===== src/lin_frame_deframer_assert.svh =====
// assertion macros for the lin frame deframer rtl
// depends on a clock named clk and an active-low reset named arst_n in the including module
`ifndef LIN_FRAME_DEFRAMER_ASSERT_SVH
`define LIN_FRAME_DEFRAMER_ASSERT_SVH

`ifndef SYNTH

// plain property checked on every rising clock edge outside reset
`define LFD_ASSERT(lbl, prop, msg) \
	lbl: assert property (@(posedge clk) disable iff (!arst_n) (prop)) else $error(msg);

// same-cycle implication checked outside reset
`define LFD_ASSERT_IMPLY(lbl, ante, cons, msg) \
	lbl: assert property (@(posedge clk) disable iff (!arst_n) (ante) |-> (cons)) else $error(msg);

// next-cycle implication checked outside reset
`define LFD_ASSERT_NEXT(lbl, ante, cons, msg) \
	lbl: assert property (@(posedge clk) disable iff (!arst_n) (ante) |=> (cons)) else $error(msg);

`else

`define LFD_ASSERT(lbl, prop, msg)
`define LFD_ASSERT_IMPLY(lbl, ante, cons, msg)
`define LFD_ASSERT_NEXT(lbl, ante, cons, msg)

`endif

`endif


===== src/lfd_pkg.sv =====
// shared types, constants and the length decode for the lin frame deframer
// no dependencies
`default_nettype none

package lfd_pkg;

	localparam int unsigned MAX_DATA = 8;

	localparam logic [7:0] SYNC_RESET = 8'h55;
	localparam logic [7:0] ID_MASK    = 8'h3F;

	localparam logic [1:0] SEL_LONG = 2'd3;
	localparam logic [1:0] SEL_MID  = 2'd2;

	localparam logic [3:0] LEN_LONG  = 4'd8;
	localparam logic [3:0] LEN_MID   = 4'd4;
	localparam logic [3:0] LEN_SHORT = 4'd2;

	typedef enum logic [1:0] {
		PH_IDLE    = 2'd0,
		PH_ID      = 2'd1,
		PH_DATA    = 2'd2,
		PH_DISCARD = 2'd3
	} phase_t;

	typedef struct packed {
		logic [7:0]                 id;
		logic [3:0]                 count;
		logic [MAX_DATA-1:0][7:0]   data;
		logic [7:0]                 check;
	} frame_t;

	// data length from identifier bits 5:4
	function automatic logic [3:0] length_of_id(input logic [7:0] id);
		logic [7:0] masked;
		logic [3:0] len;
		masked = id & ID_MASK;
		case (masked[5:4])
			SEL_LONG: len = LEN_LONG;
			SEL_MID:  len = LEN_MID;
			default:  len = LEN_SHORT;
		endcase
		return len;
	endfunction

endpackage

`default_nettype wire


===== src/lfd_parse.sv =====
// frame parser: phase machine, identifier, byte index and data store
// depends on lfd_pkg and lin_frame_deframer_assert.svh
`default_nettype none

`include "lin_frame_deframer_assert.svh"

module lfd_parse import lfd_pkg::*; (
	input  wire logic       clk,
	input  wire logic       arst_n,
	input  wire logic       step,
	input  wire logic [7:0] rx_byte,
	input  wire logic [7:0] sync_value,
	output      logic       emit,
	output      frame_t     frame
);

	phase_t     phase_q, phase_d;
	logic [7:0] held_id_q;
	logic [3:0] expected_len_q;
	logic [3:0] byte_index_q;
	logic [MAX_DATA-1:0][7:0] store_q;
	logic       collect;

	always_ff @(posedge clk or negedge arst_n) begin
		if (!arst_n) begin
			phase_q <= PH_IDLE;
		end else begin
			phase_q <= phase_d;
		end
	end

	always_comb begin
		phase_d = phase_q;
		collect = 1'b0;
		emit    = 1'b0;
		if (step) begin
			case (phase_q)
				PH_IDLE: begin
					if (rx_byte != 8'd0)
						phase_d = (rx_byte == sync_value) ? PH_ID : PH_DISCARD;
				end
				PH_ID: begin
					phase_d = PH_DATA;
				end
				PH_DATA: begin
					if (byte_index_q < expected_len_q) begin
						collect = 1'b1;
					end else begin
						emit    = 1'b1;
						phase_d = PH_IDLE;
					end
				end
				PH_DISCARD: begin
					if (rx_byte == 8'd0)
						phase_d = PH_IDLE;
				end
				default: phase_d = PH_IDLE;
			endcase
		end
	end

	always_ff @(posedge clk or negedge arst_n) begin
		if (!arst_n) begin
			held_id_q      <= 8'd0;
			expected_len_q <= 4'd0;
			byte_index_q   <= 4'd0;
		end else if (step) begin
			if (phase_q == PH_ID) begin
				held_id_q      <= rx_byte;
				expected_len_q <= length_of_id(rx_byte);
				byte_index_q   <= 4'd0;
			end else if (collect) begin
				byte_index_q   <= byte_index_q + 4'd1;
			end else if (emit) begin
				byte_index_q   <= 4'd0;
			end
		end
	end

	// data bytes, written in arrival order
	always_ff @(posedge clk) begin
		if (collect)
			store_q[byte_index_q[2:0]] <= rx_byte;
	end

	always_comb begin
		frame.id    = held_id_q;
		frame.count = expected_len_q;
		frame.check = rx_byte;
		for (int k = 0; k < MAX_DATA; k++) begin
			frame.data[k] = (4'(k) < expected_len_q) ? store_q[k] : 8'd0;
		end
	end

	`LFD_ASSERT_IMPLY(a_emit_full, emit, phase_q == PH_DATA && byte_index_q == expected_len_q, "frame emitted before all data bytes arrived")
	`LFD_ASSERT_IMPLY(a_len_legal, phase_q == PH_DATA, expected_len_q == LEN_SHORT || expected_len_q == LEN_MID || expected_len_q == LEN_LONG, "illegal data length while collecting")
	`LFD_ASSERT(a_index_bound, byte_index_q <= expected_len_q, "byte index ran past data length")
	`LFD_ASSERT_NEXT(a_id_start, step && phase_q == PH_ID, phase_q == PH_DATA && byte_index_q == 4'd0, "identifier did not start collection")

endmodule

`default_nettype wire


===== src/lin_frame_deframer.sv =====
// lin frame deframer top level: channel handshakes, sync register, input and result registers
// depends on lfd_pkg and lfd_parse
//
// Takes received LIN bytes on rx_byte, one beat per byte, and delivers one beat per complete
// frame carrying the identifier, the data length (2, 4 or 8), eight data byte fields (those
// at or above the length read zero) and the checksum byte, which is passed through unchecked.
// Zero bytes between frames are skipped; a byte equal to the sync register opens a frame and
// the following byte is always taken as the identifier; any other nonzero byte between frames
// drops traffic up to and including the next zero byte. A byte is registered on acceptance and
// parsed into the result register once it is free, so the block sustains one byte per clock
// while no stall holds it, and a frame is loaded there when its checksum byte is parsed. The only
// throttle is the result register: while it holds an undelivered frame under stall, the byte
// in the input register waits and in_stall rises. The sync register (reset 0x55) is written
// through the cfg channel, which is always ready; write it only while no frame is in flight.
`default_nettype none

module lin_frame_deframer import lfd_pkg::*; (
	input  wire logic       clk,
	input  wire logic       arst_n,

	// configuration write channel
	input  wire logic       cfg_valid,
	output      logic       cfg_ready,
	input  wire logic [7:0] cfg_data,

	// byte input channel
	input  wire logic       in_valid,
	output      logic       in_stall,
	input  wire logic [7:0] rx_byte,

	// frame result channel
	output      logic       out_valid,
	input  wire logic       out_stall,
	output      logic [7:0] frame_id,
	output      logic [3:0] data_count,
	output      logic [7:0] data_0,
	output      logic [7:0] data_1,
	output      logic [7:0] data_2,
	output      logic [7:0] data_3,
	output      logic [7:0] data_4,
	output      logic [7:0] data_5,
	output      logic [7:0] data_6,
	output      logic [7:0] data_7,
	output      logic [7:0] check_byte
);

	logic [7:0] sync_q;
	logic       valid_s1;
	logic [7:0] byte_s1;
	logic       out_valid_q;
	frame_t     frame_q;

	logic       res_free;   // result register can take a frame this cycle
	logic       step;       // byte in the input register is parsed this cycle
	logic       in_accept;
	logic       emit;
	frame_t     frame_d;

	// sync register, written whenever offered
	assign cfg_ready = 1'b1;

	always_ff @(posedge clk or negedge arst_n) begin
		if (!arst_n) begin
			sync_q <= SYNC_RESET;
		end else if (cfg_valid && cfg_ready) begin
			sync_q <= cfg_data;
		end
	end

	// handshake control: parse only when a frame produced now has somewhere to go
	assign res_free  = !out_valid_q || !out_stall;
	assign step      = valid_s1 && res_free;
	assign in_stall  = valid_s1 && !res_free;
	assign in_accept = in_valid && !in_stall;

	// input register
	always_ff @(posedge clk or negedge arst_n) begin
		if (!arst_n) begin
			valid_s1 <= 1'b0;
		end else if (in_accept) begin
			valid_s1 <= 1'b1;
		end else if (step) begin
			valid_s1 <= 1'b0;
		end
	end

	always_ff @(posedge clk) begin
		if (in_accept)
			byte_s1 <= rx_byte;
	end

	// phase machine and data store
	lfd_parse u_parse (
		.clk        (clk),
		.arst_n     (arst_n),
		.step       (step),
		.rx_byte    (byte_s1),
		.sync_value (sync_q),
		.emit       (emit),
		.frame      (frame_d)
	);

	// result register, loads a finished frame or empties once the beat is taken
	always_ff @(posedge clk or negedge arst_n) begin
		if (!arst_n) begin
			out_valid_q <= 1'b0;
		end else if (emit) begin
			out_valid_q <= 1'b1;
		end else if (!out_stall) begin
			out_valid_q <= 1'b0;
		end
	end

	always_ff @(posedge clk) begin
		if (emit)
			frame_q <= frame_d;
	end

	assign out_valid  = out_valid_q;
	assign frame_id   = frame_q.id;
	assign data_count = frame_q.count;
	assign data_0     = frame_q.data[0];
	assign data_1     = frame_q.data[1];
	assign data_2     = frame_q.data[2];
	assign data_3     = frame_q.data[3];
	assign data_4     = frame_q.data[4];
	assign data_5     = frame_q.data[5];
	assign data_6     = frame_q.data[6];
	assign data_7     = frame_q.data[7];
	assign check_byte = frame_q.check;

endmodule

`default_nettype wire

===== config.mk =====
export PLATFORM = sky130hd
export DESIGN_NAME = lin_frame_deframer
export DESIGN_NICKNAME = d
export VERILOG_FILES = /design/src/lfd_pkg.sv /design/src/lfd_parse.sv /design/src/lin_frame_deframer.sv
export VERILOG_INCLUDE_DIRS = /design/src /design/src/src
export SDC_FILE = /design/constraint.sdc
export NUM_CORES = 1
export LEC_CHECK = 0
export BUFFER_PORTS_ARGS = -buffer_cell sky130_fd_sc_hd__buf_2
export CORE_UTILIZATION = 50
export CTS_CLUSTER_SIZE = 10
export DETAILED_ROUTE_END_ITERATION = 8
export PLACE_DENSITY = 0.83
export SYNTH_ARGS = -nofsm -noshare
export SYNTH_HDL_FRONTEND = slang
export SYNTH_SLANG_ARGS = --single-unit

===== constraint.sdc =====
create_clock -name clk -period 5.35 [get_ports clk]
set_clock_uncertainty 0.15 [all_clocks]
set_input_delay 0.535 -clock clk [delete_from_list [all_inputs] [get_ports clk]]
set_output_delay 0.535 -clock clk [all_outputs]
set_load 0.005 [all_outputs]

==> results.cfg <==
[critical_path]
worstPathRequired_ns = 5.27
slowest_stage = nor3_4
endpoint_kind = flop
worst-r2r-setup-slack_ns = 2.00
critPathKind = flop to flop
r2r_start = u_parse.expected_len_q[3]
crit_end = data_7[0]
path_buf_inv = 2
cp_cell_sequence = inv_1 > ha_1 > a21o_1 > a31oi_4 > nor3_4 > buf_4
crit_path_start_kind = flop
reg2reg_to = data_7[0]
reg2regPathDepth = 6
cpPeakStageDelay_ns = 0.93
critPathLaunch = u_parse.expected_len_q[3]
crit_fanout = 36
cp_top_family = simple AND/OR/NAND/NOR gates
arrival_ns = 3.27
cp.depth = 6

[synthesis]
seq_area_frac_synth_pct = 81.7
synth_top_cell_area_share_pct = 71.3
post_synth.cell_area_avg_um2 = 18.2
synth_area_leaders = edfxtp_1, dfrtp_1, nor2b_1
synth.ff_latch_count = 182
yosys.area_share.simple_pct = 9.79
synth_fp_nets = 382
yosys-mux-area-fraction_pct = 3.07
synth_edf_count = 155
yosys_warnings = 0
synth_area_um2 = 6530
synth-async-reset-ratio_pct = 14.8
synth_cell_types = 35
synth_top_family_by_area = simple AND/OR/NAND/NOR gates
synthFlopType = edfxtp_1
syn_inst = 358
synth_fa_ha_area_share_pct = 0.575
synth_xor_area_share_pct = 1.34
synth_compound_area_share_pct = 2.07
yosysTopAreaCell = edfxtp_1

[timing]
fin_crit_ns = 3.35
fin_crit_sh_pct = 62.7
fmax_mhz = 298
tns_ns = 0
setup_viol = 0
hold_viol_final = 0
worstMarginPinSlew_ns = 1.18
slew_headroom_pct = 21.0
rsz0062_at_grt = false
timing_max_transition_violations_final = 0

[final_layout]
most-common-layout-cells = edfxtp_1, buf_2, nor2b_1
drive_above_1_share_pct = 33.7
fill_cells = 913
antenna_cells = 0
final_common_cell = edfxtp_1
finalNetCount = 498
area_growth_syn_to_layout_pct = 21.2

[clocking]
numCtsBuffers = 17
cts_setup_buffers = 0
clk_pin_slew_ns = 0.06
clk_latency_ns = 0.42
h-tree-depth = 4
clockRootBuffer = clkbuf_16
cts_resized = 0
cts_tree = yes
clockBufferDepth = 2
hold_buffers = 1
cts_sinks = 182

[drt]
drc = 0
vias = 3240
viasPerCell = 4.92
avgRoutedWirePerCell_um = 16.6
dr.pass1.iters = 4
ant_nets = 0
routed_wl_mm = 11.0
drt-initial-drc-count = 308

[global_route]
grt_remaining_overflow = 0
grt_pass1_wl_mm = 16.7
antenna_found_initial = 0
grt_pass1_vias = 3219
grt_start_max_net_pins = 37
grt_usage_pct = 17.5

[floorplanning]
die_w_um = 116
dieArea_um2 = 13500
die_h_um = 116
initial_utilization_pct = 51.5
ios = 108
placementRows = 41
core_um2 = 12700

[power]
p_leak_nw = 2.97
power_density_nw_per_um2 = 527
totalPowerFinal_mw = 4.17
ir_worst_vdd_uv = 274

[status]
outcome = complete, no violations

[run]
drv_cap = 0

[min_path]
hold_path_class = input port to flop

[placed_design]
place.gp.congestion = 0.785
portBuffers = 105
hpwl_mm = 7.16
[cells by family (layout without fill, tap and decap cells)]
logic type | after synthesis | after routing
DFF | 182 | 182
and+or+nand+nor | 107 | 107
buffers and inverters | 19 | 148
muxes | 18 | 18
AOI/OAI and AO/OA | 17 | 17
xor gates and xnor gates | 10 | 10
adders and majority gates | 3 | 3
other | 2 | 2
[worst min-delay path by stage]
| stage | startpoint | slack, ns | endpoint | cells past startpoint |
|---|---|---|---|---|
| floorplan | arst_n | 0.09 | out_valid | 0 |
| global placement | u_parse.held_id_q[6] | 0.28 | frame_id[6] | 0 |
| detailed placement | u_parse.held_id_q[1] | 0.29 | frame_id[1] | 0 |
| CTS | rx_byte[7] | 0.12 | byte_s1[7] | 1 |
| global route | rx_byte[7] | 0.12 | byte_s1[7] | 1 |
| finish | rx_byte[7] | 0.14 | byte_s1[7] | 1 |
[report_power, final]
group          internal (mW)  switching [mW]
clock                  0.872           0.493
sequential              1.93           0.156
combinational          0.300           0.419
[layer usage]
metal | vias to the layer above | global-route usage [%] | share of wire (%)
li1 | 1538 | - | -
met1 | 1573 | 21.7 | 41
met2 | 118 | 29.2 | 51
met3 | 11 | 4.05 | 6.0
met4 | 0 | 8.21 | 1.5
met5 | - | 0 | 0
[worst register-to-register path, cell delays in order (launching register included)]
cell and delay [ns]:
dfrtp_1 0.66, inv_1 0.10, ha_1 0.36, a21o_1 0.17
a31oi_4 0.07, nor3_4 0.93, buf_4 0.55
[cell type report]
type,instances,area [um^2],area share (%)
flip-flops and latches,182,5340,67.4
multi-input cells,157,1110,14.1
repair buffers,110,566,7.15
clock buffers,18,429,5.42
clock inverters,14,231,2.93
well taps,172,215,2.72
inverters,6,22.5,0.285
[state kept, by name, summed over array words and instances, names as in the netlist]
name,count
u_parse.held_id_q,8
u_parse.byte_index_q,4
data_4,8
data_6,8
data_7,8
check_byte,8
data_5,8
data_0,8
u_parse.phase_q,2
out_valid,1
data_count,3
byte_s1,8
data_1,8
u_parse.store_q,64
sync_q,8
data_2,8
valid_s1,1
data_3,8
frame_id,8
u_parse.expected_len_q,3
[synth_stat cells (4+ instances only)]
cell,instances
and2_1,18
and2b_1,10
clkbuf_1,7
dfrtp_1,23
dfstp_2,4
edfxtp_1,155
inv_1,6
mux2_2,16
nand2_1,9
nand2b_1,4
nand3_1,6
nor2_1,7
nor2b_1,38
nor3_1,6
nor4_1,5
xnor2_1,6
xor2_1,4
[stage by stage]
stage                     setup WS [ns]  hold slack [ns]  std cells  utilization (%)  area (um^2)
after floorplan                    1.29           0.0894        358                -         6540
after global placement             2.17            0.284        626             57.2         7240
after detailed placement           1.98            0.292        626             57.2         7240
after CTS                          1.95            0.121        659             62.4         7910
after global routing               1.73            0.122        659             62.4         7910
final                              2.00            0.138        659             62.4         7910
Note: power is estimated with default switching activity, not from simulation.
